**src/sv/ema_pkg.sv**
```systemverilog
// shared types and constants of the echo median moving-average unit
// no dependencies; imported by the controller, the datapath and the top level
package ema_pkg;

  // fixed field widths
  localparam int ECHO_W = 15;
  localparam int DIST_W = 17;
  localparam int WIN_W  = 5;

  // conversion constants: 1124 / 256 cm per microsecond in q8, 400 cm limit
  localparam int unsigned SPEED_FACTOR = 1124;
  localparam int unsigned DIST_LIMIT   = 102400;

  // window size after reset, before saturation to the ring depth
  localparam int unsigned RESET_WINDOW = 5;

  // register index of window_size
  localparam int unsigned REG_WINDOW = 0;

  // commands from the controller to the datapath
  typedef struct packed {
    logic load_in;
    logic conv_en;
    logic med_en;
    logic upd_en;
    logic div_step;
    logic out_load;
  } ema_cmd_t;

  // status from the datapath to the controller
  typedef struct packed {
    logic med_bad;
    logic div_done;
  } ema_stat_t;

endpackage

```
**src/sv/ema_ram.sv**
```systemverilog
// generic single-port-write, single-port-read ram with registered read data
// no dependencies
module ema_ram #(
  parameter int WIDTH = 17,
  parameter int DEPTH = 16
) (
  input  logic                                   clk_i,
  input  logic                                   we_i,
  input  logic [((DEPTH > 1) ? $clog2(DEPTH) : 1)-1:0] waddr_i,
  input  logic [WIDTH-1:0]                       wdata_i,
  input  logic [((DEPTH > 1) ? $clog2(DEPTH) : 1)-1:0] raddr_i,
  output logic [WIDTH-1:0]                       rdata_o
);

  logic [WIDTH-1:0] mem_q [DEPTH];

  // write port
  always_ff @(posedge clk_i) begin
    if (we_i) begin
      mem_q[waddr_i] <= wdata_i;
    end
  end

  // registered read port
  always_ff @(posedge clk_i) begin
    rdata_o <= mem_q[raddr_i];
  end

endmodule

```
**src/sv/ema_ctrl.sv**
```systemverilog
// controller state machine of the echo median moving-average unit
// depends on ema_pkg for the command and status structs
module ema_ctrl (
  input  logic                clk_i,
  input  logic                rst_ni,
  input  logic                in_valid_i,
  output logic                in_stall_o,
  output logic                out_valid_o,
  input  logic                out_stall_i,
  output ema_pkg::ema_cmd_t   cmd_o,
  input  ema_pkg::ema_stat_t  stat_i
);
  import ema_pkg::*;

  typedef enum logic [2:0] {
    S_IDLE,
    S_CONV,
    S_MED,
    S_UPD,
    S_DIV,
    S_FIN
  } state_e;

  state_e state_q;
  logic   out_valid_q;
  logic   out_free;
  logic   in_beat;

  assign in_stall_o  = (state_q != S_IDLE);
  assign out_valid_o = out_valid_q;
  assign in_beat     = in_valid_i && !in_stall_o;
  // output register can take a new result when empty or drained this cycle
  assign out_free    = !out_valid_q || !out_stall_i;

  // command decode
  always_comb begin
    cmd_o          = '0;
    cmd_o.load_in  = (state_q == S_IDLE);
    cmd_o.conv_en  = (state_q == S_CONV);
    cmd_o.med_en   = (state_q == S_MED);
    cmd_o.upd_en   = (state_q == S_UPD);
    cmd_o.div_step = (state_q == S_DIV) && !stat_i.div_done;
    cmd_o.out_load = (state_q == S_FIN) && out_free;
  end

  // state and output valid
  always_ff @(posedge clk_i or negedge rst_ni) begin
    if (!rst_ni) begin
      state_q     <= S_IDLE;
      out_valid_q <= 1'b0;
    end else begin
      // result register fills on a load and stays full while stalled
      out_valid_q <= cmd_o.out_load || (out_valid_q && out_stall_i);
      case (state_q)
        S_IDLE: begin
          if (in_beat) begin
            state_q <= S_CONV;
          end
        end
        S_CONV: begin
          state_q <= S_MED;
        end
        S_MED: begin
          state_q <= stat_i.med_bad ? S_FIN : S_UPD;
        end
        S_UPD: begin
          state_q <= S_DIV;
        end
        S_DIV: begin
          if (stat_i.div_done) begin
            state_q <= S_FIN;
          end
        end
        S_FIN: begin
          if (out_free) begin
            state_q <= S_IDLE;
          end
        end
        default: begin
          state_q <= S_IDLE;
        end
      endcase
    end
  end

  // a waiting result is never overwritten
  a_no_overwrite: assert property (@(posedge clk_i) disable iff (!rst_ni)
    cmd_o.out_load |-> !(out_valid_q && out_stall_i))
    else $error("result register overwritten while a beat waits");

  // an accepted beat starts the conversion step
  a_accept_conv: assert property (@(posedge clk_i) disable iff (!rst_ni)
    in_beat |=> (state_q == S_CONV))
    else $error("accepted beat did not start conversion");

  // a result appears only after a load command
  a_out_after_load: assert property (@(posedge clk_i) disable iff (!rst_ni)
    $rose(out_valid_q) |-> $past(cmd_o.out_load))
    else $error("output valid without load");

endmodule

```
**src/sv/ema_dpath.sv**
```systemverilog
// datapath: echo conversion, median, ring bookkeeping, serial divider, output register
// depends on ema_pkg and ema_ram
module ema_dpath #(
  parameter int MAX_WINDOW = 16
) (
  input  logic                          clk_i,
  input  logic                          rst_ni,
  input  ema_pkg::ema_cmd_t             cmd_i,
  output ema_pkg::ema_stat_t            stat_o,
  input  logic                          cfg_we_i,
  input  logic [ema_pkg::WIN_W-1:0]     cfg_win_i,
  output logic [ema_pkg::WIN_W-1:0]     win_o,
  input  logic [ema_pkg::ECHO_W-1:0]    echo_time_a_i,
  input  logic [ema_pkg::ECHO_W-1:0]    echo_time_b_i,
  input  logic [ema_pkg::ECHO_W-1:0]    echo_time_c_i,
  output logic [ema_pkg::DIST_W-1:0]    smoothed_distance_o,
  output logic [ema_pkg::DIST_W-1:0]    median_distance_o,
  output logic                          status_o
);
  import ema_pkg::*;

  // ring geometry
  localparam int PW      = (MAX_WINDOW > 1) ? $clog2(MAX_WINDOW) : 1;
  localparam int CW      = ((PW > WIN_W) ? PW : WIN_W) + 1;
  localparam int WMAX    = (MAX_WINDOW < 31) ? MAX_WINDOW : 31;
  localparam int WRST    = (RESET_WINDOW < WMAX) ? RESET_WINDOW : WMAX;
  localparam int CNT_W   = $clog2(WMAX + 1);
  localparam int SUM_W   = DIST_W + CNT_W;
  localparam int STW     = $clog2(SUM_W + 1);
  localparam int PROD_W  = ECHO_W + 11;

  // duration to q8 cm; 1124 = 1024 + 64 + 32 + 4, zero when out of range
  function automatic logic [DIST_W-1:0] echo_to_dist(input logic [ECHO_W-1:0] t);
    logic [PROD_W-1:0] te;
    logic [PROD_W-1:0] prod;
    logic [PROD_W-9:0] d;
    te   = PROD_W'(t);
    prod = (te << 10) + (te << 6) + (te << 5) + (te << 2);
    d    = prod[PROD_W-1:8];
    if (d == '0 || d > (PROD_W-8)'(DIST_LIMIT)) begin
      return '0;
    end
    return d[DIST_W-1:0];
  endfunction

  function automatic logic [DIST_W-1:0] mid3(input logic [DIST_W-1:0] a,
                                             input logic [DIST_W-1:0] b,
                                             input logic [DIST_W-1:0] c);
    logic [DIST_W-1:0] lo;
    logic [DIST_W-1:0] hi;
    lo = (a < b) ? a : b;
    hi = (a < b) ? b : a;
    if (c <= lo) begin
      return lo;
    end
    if (c >= hi) begin
      return hi;
    end
    return c;
  endfunction

  logic [ECHO_W-1:0] ea_q, eb_q, ec_q;
  logic [DIST_W-1:0] da_q, db_q, dc_q;
  logic [DIST_W-1:0] med_d, med_q;
  logic              bad_q;
  logic [WIN_W-1:0]  win_q, win_d;
  logic [PW-1:0]     pos_q, pos_d;
  logic [MAX_WINDOW-1:0] vld_q;
  logic [SUM_W-1:0]  sum_q, sum_d;
  logic [CNT_W-1:0]  cnt_q, cnt_d;
  logic [CNT_W-1:0]  rem_q;
  logic [SUM_W-1:0]  quo_q;
  logic [STW-1:0]    step_q;
  logic [DIST_W-1:0] avg_q;
  logic [DIST_W-1:0] avg_d;
  logic [DIST_W-1:0] smooth_q, medo_q;
  logic              stat_q;
  logic [CW-1:0]     pos_x, win_x, pos_eff_x, pos_nxt_x;
  logic [PW-1:0]     pos_eff;
  logic [DIST_W-1:0] ram_rdata, old_val;
  logic              old_full;
  logic [CNT_W:0]    trial;
  logic              trial_ge;

  // input, conversion and median registers
  always_ff @(posedge clk_i) begin
    if (cmd_i.load_in) begin
      ea_q <= echo_time_a_i;
      eb_q <= echo_time_b_i;
      ec_q <= echo_time_c_i;
    end
    if (cmd_i.conv_en) begin
      da_q <= echo_to_dist(ea_q);
      db_q <= echo_to_dist(eb_q);
      dc_q <= echo_to_dist(ec_q);
    end
    if (cmd_i.med_en) begin
      med_q <= med_d;
      bad_q <= (med_d == '0);
    end
  end

  assign med_d          = mid3(da_q, db_q, dc_q);
  assign stat_o.med_bad = (med_d == '0);

  // window saturation on a configuration write
  always_comb begin
    win_d = cfg_win_i;
    if (win_d == '0) begin
      win_d = WIN_W'(1);
    end
    if (win_d > WIN_W'(WMAX)) begin
      win_d = WIN_W'(WMAX);
    end
  end

  assign win_o = win_q;

  // write position wrap
  assign pos_x     = CW'(pos_q);
  assign win_x     = CW'(win_q);
  assign pos_eff_x = (pos_x >= win_x || pos_x >= CW'(MAX_WINDOW)) ? '0 : pos_x;
  assign pos_eff   = pos_eff_x[PW-1:0];
  assign pos_nxt_x = pos_eff_x + CW'(1);
  assign pos_d     = (pos_nxt_x >= win_x) ? '0 : pos_nxt_x[PW-1:0];

  // ring storage, read in the median step and written in the update step
  ema_ram #(
    .WIDTH (DIST_W),
    .DEPTH (MAX_WINDOW)
  ) u_ring (
    .clk_i   (clk_i),
    .we_i    (cmd_i.upd_en),
    .waddr_i (pos_eff),
    .wdata_i (med_q),
    .raddr_i (pos_eff),
    .rdata_o (ram_rdata)
  );

  // an entry without its valid bit reads as empty
  assign old_full = vld_q[pos_eff];
  assign old_val  = old_full ? ram_rdata : '0;
  assign sum_d    = sum_q - SUM_W'(old_val) + SUM_W'(med_q);
  assign cnt_d    = cnt_q - CNT_W'(old_full) + CNT_W'(1);

  // ring bookkeeping
  always_ff @(posedge clk_i or negedge rst_ni) begin
    if (!rst_ni) begin
      win_q <= WIN_W'(WRST);
      pos_q <= '0;
      vld_q <= '0;
      sum_q <= '0;
      cnt_q <= '0;
    end else if (cfg_we_i) begin
      win_q <= win_d;
      pos_q <= '0;
      vld_q <= '0;
      sum_q <= '0;
      cnt_q <= '0;
    end else if (cmd_i.upd_en) begin
      pos_q          <= pos_d;
      vld_q[pos_eff] <= 1'b1;
      sum_q          <= sum_d;
      cnt_q          <= cnt_d;
    end
  end

  // restoring divider, one quotient bit per step
  assign trial    = {rem_q, quo_q[SUM_W-1]};
  assign trial_ge = (trial >= {1'b0, cnt_q});

  always_ff @(posedge clk_i or negedge rst_ni) begin
    if (!rst_ni) begin
      step_q <= '0;
    end else if (cmd_i.upd_en) begin
      step_q <= STW'(SUM_W);
    end else if (cmd_i.div_step) begin
      step_q <= step_q - STW'(1);
    end
  end

  always_ff @(posedge clk_i) begin
    if (cmd_i.upd_en) begin
      rem_q <= '0;
      quo_q <= sum_d;
    end else if (cmd_i.div_step) begin
      rem_q <= trial_ge ? CNT_W'(trial - {1'b0, cnt_q}) : trial[CNT_W-1:0];
      quo_q <= {quo_q[SUM_W-2:0], trial_ge};
    end
  end

  assign stat_o.div_done = (step_q == '0);

  // last average and output register
  assign avg_d = bad_q ? avg_q : quo_q[DIST_W-1:0];

  always_ff @(posedge clk_i or negedge rst_ni) begin
    if (!rst_ni) begin
      avg_q <= '0;
    end else if (cmd_i.out_load) begin
      avg_q <= avg_d;
    end
  end

  always_ff @(posedge clk_i) begin
    if (cmd_i.out_load) begin
      smooth_q <= avg_d;
      medo_q   <= med_q;
      stat_q   <= bad_q;
    end
  end

  assign smoothed_distance_o = smooth_q;
  assign median_distance_o   = medo_q;
  assign status_o            = stat_q;

  // fill count stays within the window
  a_cnt_win: assert property (@(posedge clk_i) disable iff (!rst_ni)
    CW'(cnt_q) <= CW'(win_q))
    else $error("filled count exceeds window");

  // write position stays inside the window
  a_pos_win: assert property (@(posedge clk_i) disable iff (!rst_ni)
    pos_x < win_x)
    else $error("write position outside window");

  // a finished quotient is a distance in range
  a_quo_range: assert property (@(posedge clk_i) disable iff (!rst_ni)
    (cmd_i.out_load && !bad_q) |-> (quo_q <= SUM_W'(DIST_LIMIT)))
    else $error("average out of range");

endmodule

```
**src/sv/echo_median_moving_average_unit.sv**
```systemverilog
// Echo median moving-average unit. Each input beat carries three echo durations
// in microseconds; they become q8 cm distances, the median of the three is stored
// in a ring of window_size entries and the result beat gives the mean of the
// non-empty entries. A new item is accepted only once the last one is through; for
// an item with a valid median the bit-serial divider forms sum / count at one
// quotient bit per cycle. An item whose median is invalid skips the ring update and
// the divider and repeats the last average with status 1. A result beat waits in
// an output register, so the next item may start before it is taken.
// window_size sits at APB address 0; writing it clears the ring.
// depends on ema_pkg, ema_ctrl, ema_dpath and ema_ram
module echo_median_moving_average_unit #(
  parameter int MAX_WINDOW = 16
) (
  input  logic                        clk_i,
  input  logic                        rst_ni,
  input  logic                        psel,
  input  logic                        penable,
  input  logic                        pwrite,
  input  logic [2:0]                  paddr,
  input  logic [31:0]                 pwdata,
  output logic [31:0]                 prdata,
  output logic                        pready,
  input  logic                        in_valid_i,
  output logic                        in_stall_o,
  input  logic [ema_pkg::ECHO_W-1:0]  echo_time_a_i,
  input  logic [ema_pkg::ECHO_W-1:0]  echo_time_b_i,
  input  logic [ema_pkg::ECHO_W-1:0]  echo_time_c_i,
  output logic                        out_valid_o,
  input  logic                        out_stall_i,
  output logic [ema_pkg::DIST_W-1:0]  smoothed_distance_o,
  output logic [ema_pkg::DIST_W-1:0]  median_distance_o,
  output logic                        status_o
);
  import ema_pkg::*;

  ema_cmd_t         cmd;
  ema_stat_t        stat;
  logic             cfg_we;
  logic [WIN_W-1:0] win;

  // apb register decode
  assign pready = 1'b1;
  assign cfg_we = psel && penable && pwrite && (paddr == 3'(REG_WINDOW));
  assign prdata = (paddr == 3'(REG_WINDOW)) ? 32'(win) : '0;

  ema_ctrl u_ctrl (
    .clk_i       (clk_i),
    .rst_ni      (rst_ni),
    .in_valid_i  (in_valid_i),
    .in_stall_o  (in_stall_o),
    .out_valid_o (out_valid_o),
    .out_stall_i (out_stall_i),
    .cmd_o       (cmd),
    .stat_i      (stat)
  );

  ema_dpath #(
    .MAX_WINDOW (MAX_WINDOW)
  ) u_dpath (
    .clk_i               (clk_i),
    .rst_ni              (rst_ni),
    .cmd_i               (cmd),
    .stat_o              (stat),
    .cfg_we_i            (cfg_we),
    .cfg_win_i           (pwdata[WIN_W-1:0]),
    .win_o               (win),
    .echo_time_a_i       (echo_time_a_i),
    .echo_time_b_i       (echo_time_b_i),
    .echo_time_c_i       (echo_time_c_i),
    .smoothed_distance_o (smoothed_distance_o),
    .median_distance_o   (median_distance_o),
    .status_o            (status_o)
  );

endmodule

```
**config.mk**
```make
export PLATFORM = sky130hd
export DESIGN_NAME = echo_median_moving_average_unit
export DESIGN_NICKNAME = d
export VERILOG_FILES = /design/src/sv/ema_pkg.sv /design/src/sv/ema_ram.sv /design/src/sv/ema_ctrl.sv /design/src/sv/ema_dpath.sv /design/src/sv/echo_median_moving_average_unit.sv
export SDC_FILE = /design/constraint.sdc
export NUM_CORES = 1
export LEC_CHECK = 0
export BUFFER_PORTS_ARGS = -buffer_cell sky130_fd_sc_hd__buf_4
export CAP_MARGIN = 30
export CORE_ASPECT_RATIO = 1.1
export CORE_MARGIN = 3
export CORE_UTILIZATION = 47
export CTS_CLUSTER_DIAMETER = 150
export CTS_CLUSTER_SIZE = 8
export DETAILED_ROUTE_END_ITERATION = 10
export PLACE_DENSITY = 0.69
export SLEW_MARGIN = 20
export SYNTH_ARGS = -nofsm -noshare
export SYNTH_HDL_FRONTEND = slang
export SYNTH_SLANG_ARGS = --single-unit
```
**constraint.sdc**
```tcl
create_clock -name clk_i -period 10.17 [get_ports clk_i]
set_input_delay 2.034 -clock clk_i [delete_from_list [all_inputs] [get_ports clk_i]]
set_output_delay 2.034 -clock clk_i [all_outputs]
set_load 0.005 [all_outputs]
```
== After elaboration in Yosys (flattened, before gate mapping) ==
Memory sizes are Yosys's and may differ from the RTL's. A register that Yosys moved wholly into a read port is not among the register bits.
Index checks and enable logic that the tools add are counted.

* Mux-type cells: 52
* Add/sub/neg operators: 16
* $lt $le $gt $ge: 13
* Bitwise logic cells: 1
* Reductions and logical operators: 30
* Equality and inequality tests: 8

{| class="wikitable"
|+ Operator list
! operator !! count
|-
| $mux W17 || 14
|-
| $mux W22 || 4
|-
| $add A25 B21 Y26 || 3
|-
| $add A26 B17 Y26 || 3
|-
| $add A26 B20 Y26 || 3
|-
| $gt A18 B17 Y1 const B || 3
|-
| $logic_not A18 Y1 || 3
|-
| $mux W5 || 8
|-
| $mux W16 || 2
|-
| $add A22 B17 Y22 || 1
|-
| $sub A22 B17 Y22 || 1
|-
| $pmux W3 S6 || 1
|-
| $ge A17 B17 Y1 || 1
|-
| $le A17 B17 Y1 || 1
|-
| $logic_not A17 Y1 || 1
|-
| $lt A17 B17 Y1 || 1
|-
| $mux W4 || 4
|-
| $or A16 B16 Y16 || 1
|-
| $mux W1 || 13
|-
| $ge A6 B5 Y1 || 2
|-
| $mux W3 || 4
|-
| $logic_not A5 Y1 || 2
|-
| $logic_and A1 B1 Y1 || 8
|-
| $add A6 B1 Y6 const B || 1
|-
| other kinds (21) || 35
|}

* Word-level logic and storage cells: 143
* Output and inout port bits: 70
* Memory bits (writable): 272
* Memories: 1
* Register bits: 254

{| class="wikitable"
|+ Memory list
! memory !! depth !! width !! read ports !! clocked after memory_dff !! write ports !! line !! RTL
|-
| u_dpath.u_ring.mem_q || 16 || 17 || 1 || 1 || 1 || ema_ram.sv:15 || <nowiki>logic [WIDTH-1:0] mem_q [DEPTH];</nowiki>
|}

== Depth between registers and ports, before layout ==
Gate-level depths: netlist of run 1.

* Word-level depth: 10
* Depth in mapped cells: 31

== Cells and area by module ==
From an unflattened synthesis of run 1, not the netlist that was laid out.

* Cells, all modules: 2129
* Area, all modules: 28434.8 um^2

{| class="wikitable"
|+ By module, submodules not included
! module !! cells an instance !! area an instance (um^2) !! sequential area each (um^2) !! times used
|-
| ema_dpath || 1605 || 17284.1 || 7089.3 || 1
|-
| ema_ram || 458 || 10637.7 || 8508.2 || 1
|-
| echo_median_moving_average_unit || 37 || 274.0 || 0.0 || 1
|-
| ema_ctrl || 29 || 239.0 || 100.1 || 1
|}

== Worst setup path before layout of run 1 ==
Ideal clock, no wire load.

* Path kind: register to register
* Start: register u_dpath.pos_q[0]
* End: register u_dpath.quo_q[21], data pin
* Path slack: 3.896 ns
* Required time: 10.018 ns
* Cell stages (with the launch flop): 30
* Arrival: 6.122 ns
* Setup time: 0.152 ns
* Cell sequence: dfrtp_1 clkbuf_1 inv_1 ha_1 nand2b_1 a21o_1 a21o_1 a21oi_1 nor2_1 nor2_1 inv_2 buf_2 a221oi_1 a211oi_1 a211oi_1 a221oi_2 and2_1 fa_1 inv_1 ha_1 a21o_1 a21o_1 a2111oi_0 o31ai_1 a21oi_1 nor3_1 nor3_1 nand2b_1 xnor3_1 o21ai_0

* Cells in the longest elaborated chain, start to end: 9

{| class="wikitable"
|+ RTL lines
! item !! line !! RTL
|-
| from (decl) || ema_dpath.sv:67 || <nowiki>logic [PW-1:0] pos_q, pos_d;</nowiki>
|-
| from (signal assigned) || ema_dpath.sv:161 || <nowiki>pos_q <= pos_d;</nowiki>
|-
| $ge A4 B5 Y1 || ema_dpath.sv:122 || <nowiki>assign pos_eff_x = (pos_x >= win_x || pos_x >= CW'(MAX_WINDOW)) ? '0 : pos_x;</nowiki>
|-
| $logic_or A1 B1 Y1 || ema_dpath.sv:122 ||
|-
| $mux W4 (*) || ema_dpath.sv:122 ||
|-
| $bmux W1 S4 (*) || ema_dpath.sv:141 || <nowiki>assign old_full = vld_q[pos_eff];</nowiki>
|-
| $mux W1 (implied by the code) (*) || ema_dpath.sv:141 ||
|-
| $mux W17 (*) || ema_dpath.sv:142 || <nowiki>assign old_val = old_full ? ram_rdata : '0;</nowiki>
|-
| $sub A22 B17 Y22 (*) || ema_dpath.sv:143 || <nowiki>assign sum_d = sum_q - SUM_W'(old_val) + SUM_W'(med_q);</nowiki>
|-
| $add A22 B17 Y22 (*) || ema_dpath.sv:143 ||
|-
| $mux W22 (*) || ema_dpath.sv:183 || <nowiki>if (cmd_i.upd_en) begin</nowiki>
|-
| to (signal assigned) || ema_dpath.sv:185 || <nowiki>quo_q <= sum_d;</nowiki>
|-
| to (signal assigned) || ema_dpath.sv:188 || <nowiki>quo_q <= {quo_q[SUM_W-2:0], trial_ge};</nowiki>
|-
| to (decl) || ema_dpath.sv:72 || <nowiki>logic [SUM_W-1:0] quo_q;</nowiki>
|}

Every way passes the cells marked *; elsewhere a longest branch is shown, timed or not. The select of a mux whose other input is x is not followed.
A chain may end at the register's enable or synchronous reset.

== Worst setup path in the final report of run 1 ==
Ends and elaborated chain as after synthesis.

==> impl_metrics.py, run 1 <==
metrics = {
    "outcome": {
        "status": "finished, final reports clean",
    },
    "sta": {
        "slew_headroom_pct": 33.0,
        "drv_slew": 0,
        "layout_setup_ws_ns": 1.77,
        "rsz0062_at_grt": "no",
        "fmax_mhz": 119,
        "hold_violations": 0,
        "skew_ns": 0.0329,
        "tns_ns": 0,
        "fin_crit_ns": 8.40,
        "tightest_slew_ns": 1.00,
        "post-route-period-util_pct": 82.6,
        "setup_viol": 0,
    },
    "flow_run": {
        "maxCapViolations": 0,
    },
    "critical_path": {
        "path_common_cell": "a21o_1",
        "cp.arrival_ns": 8.85,
        "worst-setup-path-type": "register to register",
        "cp_top_family": "compound AO/OA/AOI/OAI gates",
        "max_stage_delay_ns": 0.98,
        "slowest_stage": "dfrtp_2",
        "crit_path_end_kind": "register",
        "crit_fanout": 55,
        "cp_num_buf_inv": 4,
        "start_kind": "register",
        "cp.required_ns": 10.62,
    },
    "synth": {
        "avgSynthCellArea_um2": 12.2,
        "synth-edff-count": 443,
        "async_reset_ff_share_pct": 14.4,
        "yosysWarnings": 0,
        "synth_area_leaders": "edfxtp_1 46%, ha_1 7.4%, dfrtp_1 6.6%",
        "ys_ff_latch": 543,
        "synth_area_um2": 28700,
        "synth_top_area_share_pct": 46.3,
        "synth_flop_cell": "edfxtp_1",
        "synth_top_area_cell": "edfxtp_1",
        "ys_types": 82,
        "ys_seq_area_share_pct": 54.7,
        "synthCells": 2354,
    },
    "global_routing": {
        "met1_usage_pct": 24.3,
        "busiest_layer": "met2",
        "grt_pass1_wl_um": 101000,
        "grtUsageMet2_pct": 35.2,
        "use_met3_pct": 2.75,
        "grt_usage_pct": 19.8,
        "grt_max_degree": 60,
        "grt_overflow": 0,
        "grt_pass1_vias": 18900,
        "antenna_found_initial": 1,
    },
    "floorplan": {
        "fp.coreArea_um2": 60100,
        "rows": 94,
        "die_w_um": 242,
        "initial_utilization_pct": 47.8,
        "fp.dieH_um": 265,
        "dieArea_um2": 64100,
        "io_pins": 157,
    },
    "layout": {
        "syn2layout_area_growth_pct": 14.1,
        "final_common_cell": "edfxtp_1",
        "nets": 2815,
        "layout_common_cells": "443 x edfxtp_1, 193 x nand2_1, 189 x nor2_1",
        "fillCellCount": 5009,
        "drive_gt1_share_pct": 12.4,
        "regArea_um2": 15700,
        "multiInputGateArea_um2": 12100,
        "diodes": 0,
    },
    "clock_network": {
        "htreeDepth": 3,
        "cts.repair.resized": 0,
        "post_cts_buffers": 0,
        "cts_made_buffers": 77,
        "cts.sinks": 543,
        "hold_buffers": 0,
        "clock_path_buffers": 3,
        "clkSlewWorstSetupHoldPaths_ns": 0.05,
        "clk-insertion-delay-late_ns": 0.63,
        "root_buffer": "clkbuf_16",
        "cts_tree": "built",
    },
    "placement": {
        "dp_hpwl_um": 43200,
        "gp_congestion": 0.883,
        "io_buffers": 101,
        "place_worst_setup_slack_ns": 1.92,
    },
    "detailed_routing": {
        "vias": 18600,
        "routed_wl_um": 63600,
        "post_drt_wl_per_cell_um": 19.0,
        "firstDrtPassIters": 7,
        "drcViolationCount": 0,
        "avgViaCountPerCell": 5.56,
        "drt_iter0_markers": 1316,
        "antenna_left": 0,
    },
    "hold_path": {
        "hold_path.class": "register to register",
    },
}
sequential cells by signal, summed over array words and instances (netlist names), 5 cells and up:
register and flops:
u_dpath.rem_q 5, u_dpath.ea_q 15, u_dpath.eb_q 15, u_dpath.db_q 17
u_dpath.u_ring.rdata_o 17, u_dpath.u_ring.mem_q 272, u_dpath.dc_q 17, u_dpath.cnt_q 5
u_dpath.quo_q 22, u_dpath.vld_q 16, u_dpath.avg_q 17, u_dpath.med_q 17
u_dpath.smoothed_distance_o 17, u_dpath.da_q 17, u_dpath.step_q 5, u_dpath.median_distance_o 17
u_dpath.win_o 5, u_dpath.sum_q 22, u_dpath.ec_q 15
worst min-delay path, cell delays in order, from the launching register on:
cell and delay (ns):
dfxtp_1 0.31, nand3_1 0.07, o41ai_1 0.06
Yosys cell counts (14+ instances only):
cell and instances:
and2_1 32, fa_1 84, buf_4 29, o21ai_0 73, edfxtp_1 443, a21oi_1 187, dfrtp_1 76, a21o_1 36
mux2_2 39, and3_1 21, nor2_1 192, o221ai_1 23, nor3_1 35, a211oi_1 38, ha_1 170, mux4_2 17
o22ai_1 41, o21a_1 27, xnor2_1 41, nand3_1 21, dfxtp_1 22, nand4_1 14, nor2b_1 18, nand2b_1 14
nand2_1 193, inv_1 129, clkbuf_1 75, mux2i_1 52, xor2_1 29
stage by stage:
| step | utilization (%) | cell area (um2) | std cells | hold slack [ns] |
|---|---|---|---|---|
| 5_1_grt | 54.5 | 32800 | 3347 | 0.502 |
| 6_report | 54.5 | 32800 | 3347 | 0.480 |
| 3_5_place_dp | 50.4 | 30300 | 3201 | 0.473 |
| 2_1_floorplan | - | 28800 | 2380 | 0.424 |
| 3_3_place_gp | 50.3 | 30200 | 3192 | 0.455 |
| 4_1_cts | 54.3 | 32600 | 3337 | 0.480 |
path summary, 6_finish.rpt:
path                                          startpoint                             to  slack, ns  cells past startpoint
setup / recovery            u_dpath.pos_q[0]$_DFFE_PN0P_    u_dpath.quo_q[21]$_DFFE_PP_       1.77                     28
hold / removal             u_dpath.rem_q[4]$_SDFFE_PP0P_  u_dpath.rem_q[4]$_SDFFE_PP0P_       0.48                      2
setup reg to reg            u_dpath.pos_q[0]$_DFFE_PN0P_    u_dpath.quo_q[21]$_DFFE_PP_       1.77                     28
hold reg to reg            u_dpath.rem_q[4]$_SDFFE_PP0P_  u_dpath.rem_q[4]$_SDFFE_PP0P_       0.48                      2
max in group asynchronous                         rst_ni  u_dpath.step_q[4]$_DFFE_PN0P_       8.08                      2
min in group asynchronous                         rst_ni  u_dpath.sum_q[15]$_DFFE_PN0P_       1.45                      1
routing by layer:
| metal | part of all wire (%) | vias up |
|---|---|---|
| met5 | 0.022 | - |
| li1 | - | 8839 |
| met1 | 41 | 9198 |
| met3 | 4.4 | 125 |
| met2 | 51 | 438 |
| met4 | 3.6 | 2 |
logic make-up (layout without fill, tap and decap cells):
| group | after synthesis | count (layout) | share of synthesized area [%] |
|---|---|---|---|
| AND/OR/NAND/NOR | 612 | 612 | 10.1 |
| flip-flops | 543 | 543 | 54.7 |
| AO/OA/AOI/OAI | 510 | 510 | 11.3 |
| adder cells (fa/ha/maj) | 254 | 254 | 13.3 |
| buffers and inverters | 254 | 405 | 3.75 |
| multiplexers | 108 | 108 | 4.67 |
| XOR/XNOR | 71 | 71 | 2.21 |
| other | 2 | 28 | 0.0261 |
layout make-up:
type                    count  share of cell area [%]
inverters                 130                    1.50
repair buffers            139                    3.50
clock buffers             129                    6.48
multi-input cells        1583                    36.9
clock inverters             7                   0.577
flip-flops and latches    543                    47.9
well taps                 816                    3.12
Power of run 1 is not shown: default switching activity piles up to over one toggle a cycle in this logic, so the estimate is an artifact.
==> run 2: changes to the inputs <==
PLACE_DENSITY = 0.71   (was 0.69)
clock period = 7.2 ns   (was 10.17 ns; I/O delays follow)
==> run 2 against run 1 <==
Final area hardly changed. Critical path depth is 2 lower. Non-clock buffer count is 3 higher. First-iteration DRC count is 4.1% higher. Final cell count is 0.12% lower.
==> impl_metrics.py, run 2 (same netlist as run 1, synthesis figures left out) <==
metrics = {
    "sta": {
        "layout_setup_ws_ns": 0.492,
        "slew_headroom_pct": 31.8,
        "skew_ns": 0.0458,
        "tightest_slew_ns": 1.02,
        "fin_crit_ns": 6.71,
        "drv_slew": 0,
        "setup_viol": 0,
        "tns_ns": 0,
        "post-route-period-util_pct": 93.2,
        "hold_violations": 0,
        "rsz0062_at_grt": "no",
        "fmax_mhz": 149,
    },
    "critical_path": {
        "cp.required_ns": 7.66,
        "slowest_stage": "a2111oi_1",
        "crit_fanout": 18,
        "cp_num_buf_inv": 2,
        "max_stage_delay_ns": 0.67,
        "cp.arrival_ns": 7.17,
        "crit_path_end_kind": "register",
        "path_common_cell": "a21o_1",
        "start_kind": "register",
        "worst-setup-path-type": "register to register",
        "cp_top_family": "compound AO/OA/AOI/OAI gates",
    },
    "hold_path": {
        "hold_path.class": "register to register",
    },
    "placement": {
        "dp_hpwl_um": 43600,
        "io_buffers": 101,
        "gp_congestion": 0.890,
        "place_worst_setup_slack_ns": 0.424,
    },
    "outcome": {
        "status": "finished, final reports clean",
    },
    "clock_network": {
        "cts.sinks": 543,
        "clock_path_buffers": 3,
        "cts_tree": "built",
        "root_buffer": "clkbuf_16",
        "hold_buffers": 0,
        "cts_made_buffers": 77,
        "htreeDepth": 3,
        "clk-insertion-delay-late_ns": 0.62,
        "clkSlewWorstSetupHoldPaths_ns": 0.06,
    },
    "floorplan": {
        "die_w_um": 242,
        "initial_utilization_pct": 47.8,
        "dieArea_um2": 64100,
        "fp.coreArea_um2": 60100,
        "fp.dieH_um": 265,
        "io_pins": 157,
        "rows": 94,
    },
    "layout": {
        "layout_common_cells": "443 x edfxtp_1, 193 x nand2_1, 189 x nor2_1",
        "top_register": "u_dpath.u_ring.mem_q",
        "nets": 2818,
        "final_common_cell": "edfxtp_1",
        "syn2layout_area_growth_pct": 14.1,
        "regArea_um2": 15700,
        "fillCellCount": 4918,
        "multiInputGateArea_um2": 12100,
        "largest_reg_flops": 272,
        "drive_gt1_share_pct": 12.5,
        "diodes": 0,
        "reg_top3": "u_dpath.u_ring.mem_q (272), u_dpath.quo_q (22), u_dpath.sum_q (22)",
    },
    "global_routing": {
        "grt_pass1_vias": 19100,
        "antenna_found_initial": 2,
        "grt_usage_pct": 20.0,
        "grt_overflow": 0,
        "grt_max_degree": 77,
        "grt_pass1_wl_um": 102000,
    },
    "detailed_routing": {
        "drcViolationCount": 0,
        "antenna_left": 0,
        "firstDrtPassIters": 5,
        "post_drt_wl_per_cell_um": 19.2,
        "vias": 18800,
        "avgViaCountPerCell": 5.61,
        "routed_wl_um": 64100,
        "drt_iter0_markers": 1370,
    },
    "flow_run": {
        "maxCapViolations": 0,
    },
}
-- run 2: final cells by class --
class | instances | share of cell area [%]
Clock buffer | 123 | 6.47
Clock inverter | 6 | 0.416
Sequential cell | 543 | 47.9
Timing Repair Buffer | 142 | 3.67
Inverter | 130 | 1.50
Multi-Input combinational cell | 1583 | 36.9
Tap cell | 816 | 3.12
-- run 2: metal layers --
metal,track usage [%],share of wire [%],vias up
li1,-,-,8849
met4,9.33,3.7,2
met3,3.10,5.0,118
met5,0,0.020,-
met1,24.3,40,9275
met2,35.1,51,517
-- run 2: worst reg2reg max path: cells and delay by family, from the launching register on --
| kind | cells | cell delay, ns |
|---|---|---|
| simple gates | 7 | 1.33 |
| flops | 1 | 0.56 |
| fa+ha+maj | 3 | 1.05 |
| xor+xnor | 1 | 0.21 |
| compound gates | 13 | 3.13 |
| buf+inv | 2 | 0.28 |
-- run 2: path summary, 6_finish.rpt --
check / start / to / slack [ns] / depth (start not counted)
max: u_dpath.win_o[0]$_DFFE_PN1P_ / u_dpath.quo_q[21]$_DFFE_PP_ / 0.49 / 26
min: u_dpath.rem_q[4]$_SDFFE_PP0P_ / u_dpath.rem_q[4]$_SDFFE_PP0P_ / 0.48 / 2
max reg2reg: u_dpath.win_o[0]$_DFFE_PN1P_ / u_dpath.quo_q[21]$_DFFE_PP_ / 0.49 / 26
min reg2reg: u_dpath.rem_q[4]$_SDFFE_PP0P_ / u_dpath.rem_q[4]$_SDFFE_PP0P_ / 0.48 / 2
max in group asynchronous: rst_ni / u_ctrl.out_valid_o$_DFF_PN0_ / 5.82 / 2
min in group asynchronous: rst_ni / u_dpath.sum_q[14]$_DFFE_PN0P_ / 0.75 / 1
-- run 2: repair_timing --
action,CTS,global route
endpoints found under the setup margin,0,2
buffers inserted,0,0
resized for setup,0,2
-- run 2: stage by stage --
step                      hold WS, ns  std cells  instance area, um2  utilization (%)
final                           0.478       3343               32800             54.5
after global routing            0.501       3343               32800             54.5
after CTS                       0.483       3334               32600             54.3
after detailed placement        0.473       3205               30400             50.5
after global placement          0.456       3197               30200             50.3
after floorplan                 0.424       2380               28800                -
Power of run 2 is left out for the same reason.
==> run 3: changes to the inputs <==
PLACE_DENSITY = 0.66   (was 0.71)
==> run 3 against run 2 <==
Non-clock buffer count down 1. Critical endpoint unchanged. Hold slack improved by 0.011 ns. Maximum frequency increased by 0.13%. Routed wire length up 0.90%. Count of clock-buffer cells in the layout is 1 higher. Highest routed layer is now met4. Register-to-register slack hardly changed.
==> impl_metrics.py, run 3 (same netlist as run 1, synthesis figures left out) <==
metrics = {
    "sta": {
        "fin_crit_ns": 6.70,
        "post-route-period-util_pct": 93.0,
        "hold_violations": 0,
        "fmax_mhz": 149,
        "skew_ns": 0.0437,
        "drv_slew": 0,
        "hold_slack_ns": 0.489,
        "setup_viol": 0,
        "slew_headroom_pct": 32.0,
        "rsz0062_at_grt": "no",
        "tightest_slew_ns": 1.02,
        "tns_ns": 0,
    },
    "detailed_routing": {
        "drt_iter0_markers": 1125,
        "vias": 18600,
        "routed_wl_um": 64600,
        "firstDrtPassIters": 7,
        "avgViaCountPerCell": 5.57,
        "drcViolationCount": 0,
        "post_drt_wl_per_cell_um": 19.3,
        "antenna_left": 0,
    },
    "floorplan": {
        "rows": 94,
        "fp.coreArea_um2": 60100,
        "initial_utilization_pct": 47.8,
        "fp.dieH_um": 265,
        "dieArea_um2": 64100,
        "io_pins": 157,
        "die_w_um": 242,
    },
    "hold_path": {
        "worstHoldStart": "u_dpath.vld_q[8]$_DFFE_PN0P_",
        "hold_depth": 1,
        "hold_path.class": "register to register",
        "hold_end": "u_dpath.vld_q[8]$_DFFE_PN0P_",
    },
    "global_routing": {
        "antenna_found_initial": 0,
        "grt_pass1_vias": 18900,
        "grt_pass1_wl_um": 103000,
        "grt_usage_pct": 20.1,
        "grt_overflow": 0,
        "grt_max_degree": 75,
    },
    "layout": {
        "largest_reg_flops": 272,
        "fillCellCount": 4968,
        "drive_gt1_share_pct": 12.5,
        "layout_common_cells": "443 x edfxtp_1, 193 x nand2_1, 189 x nor2_1",
        "top_register": "u_dpath.u_ring.mem_q",
        "nets": 2817,
        "final_common_cell": "edfxtp_1",
        "fin_area_um2": 32700,
        "syn2layout_area_growth_pct": 13.8,
        "reg_top3": "u_dpath.u_ring.mem_q (272), u_dpath.quo_q (22), u_dpath.sum_q (22)",
        "stdcell_count": 3343,
        "diodes": 0,
    },
    "critical_path": {
        "cp.required_ns": 7.66,
        "cp.arrival_ns": 7.16,
        "r2r_cells": 29,
        "crit_fanout": 18,
        "rr_startpoint": "u_dpath.pos_q[0]$_DFFE_PN0P_",
        "rrSetupSlack_ns": 0.50,
        "max_stage_delay_ns": 0.53,
        "worst-setup-path-type": "register to register",
        "worstReg2RegEnd": "u_dpath.quo_q[21]$_DFFE_PP_",
        "start_kind": "register",
        "slowest_stage": "fa_1",
        "crit_path_end_kind": "register",
        "path_common_cell": "a21o_1",
    },
    "placement": {
        "dp.cells": 3209,
        "gp_congestion": 0.883,
        "dp_hpwl_um": 44100,
        "io_buffers": 101,
        "placed_area_um2": 30400,
    },
    "clock_network": {
        "root_buffer": "clkbuf_16",
        "cts_tree": "built",
        "post_cts_buffers": 0,
        "cts.sinks": 543,
        "cts.repair.resized": 0,
        "cts_made_buffers": 77,
        "clk-insertion-delay-late_ns": 0.62,
        "clkSlewWorstSetupHoldPaths_ns": 0.05,
        "hold_buffers": 0,
        "htreeDepth": 3,
        "clock_path_buffers": 3,
    },
    "flow_run": {
        "maxCapViolations": 0,
    },
    "outcome": {
        "status": "finished, final reports clean",
    },
}
run 3: cell types whose count changed in the layout (fill, tap and decap cells not counted), sizes merged:
cell | before | now
clkbuf | 123 | 125
buf | 142 | 140
run 3: worst max-delay path by stage:
stage	from	end	slack (ns)	depth (start not counted)
after floorplan	u_dpath.pos_q[0]$_DFFE_PN0P_	u_dpath.quo_q[21]$_DFFE_PP_	0.93	29
after global placement	u_dpath.pos_q[0]$_DFFE_PN0P_	u_dpath.quo_q[21]$_DFFE_PP_	0.61	29
after detailed placement	u_dpath.pos_q[0]$_DFFE_PN0P_	u_dpath.quo_q[21]$_DFFE_PP_	0.42	29
after CTS	u_dpath.pos_q[0]$_DFFE_PN0P_	u_dpath.quo_q[21]$_DFFE_PP_	0.36	29
after global routing	u_dpath.pos_q[0]$_DFFE_PN0P_	u_dpath.quo_q[21]$_DFFE_PP_	0.07	29
final	u_dpath.pos_q[0]$_DFFE_PN0P_	u_dpath.quo_q[21]$_DFFE_PP_	0.50	29
run 3: area by class of cell:
class                   count  area (um2)  share of cell area, %
inverters                 130         490                   1.50
flip-flops and latches    543       15700                   48.0
well taps                 816        1020                   3.12
multi-input cells        1583       12100                   37.0
clock inverters             6         139                  0.425
repair buffers            141        1140                   3.47
clock buffers             124        2120                   6.50
run 3: critical path: cells and delay by family (launching register included):
kind,cells,cell delay [ns]
AOI/OAI and AO/OA,13,2.78
and+or+nand+nor,7,1.25
adders and majority gates,3,1.04
buffers and inverters,5,0.79
DFF,1,0.46
xor gates and xnor gates,1,0.21
run 3: layer usage:
metal  part of all wire, %  wire length (um)  GRT usage, %  vias to the layer above
li1                      -                 -             -                     8833
met1                    42             26900          25.4                     9173
met2                    50             32000          34.5                      479
met3                   4.8              3110          2.98                      123
met4                   4.1              2620          9.34                        0
met5                     0                 0             0                        -
run 3: through the flow:
step / worst slack (ns) / util, %
6_report: 0.501 / 54.4
5_1_grt: 0.0653 / 54.4
4_1_cts: 0.360 / 54.3
3_5_place_dp: 0.422 / 50.6
3_3_place_gp: 0.605 / 50.3
2_1_floorplan: 0.926 / -
Power of run 3 is left out for the same reason.
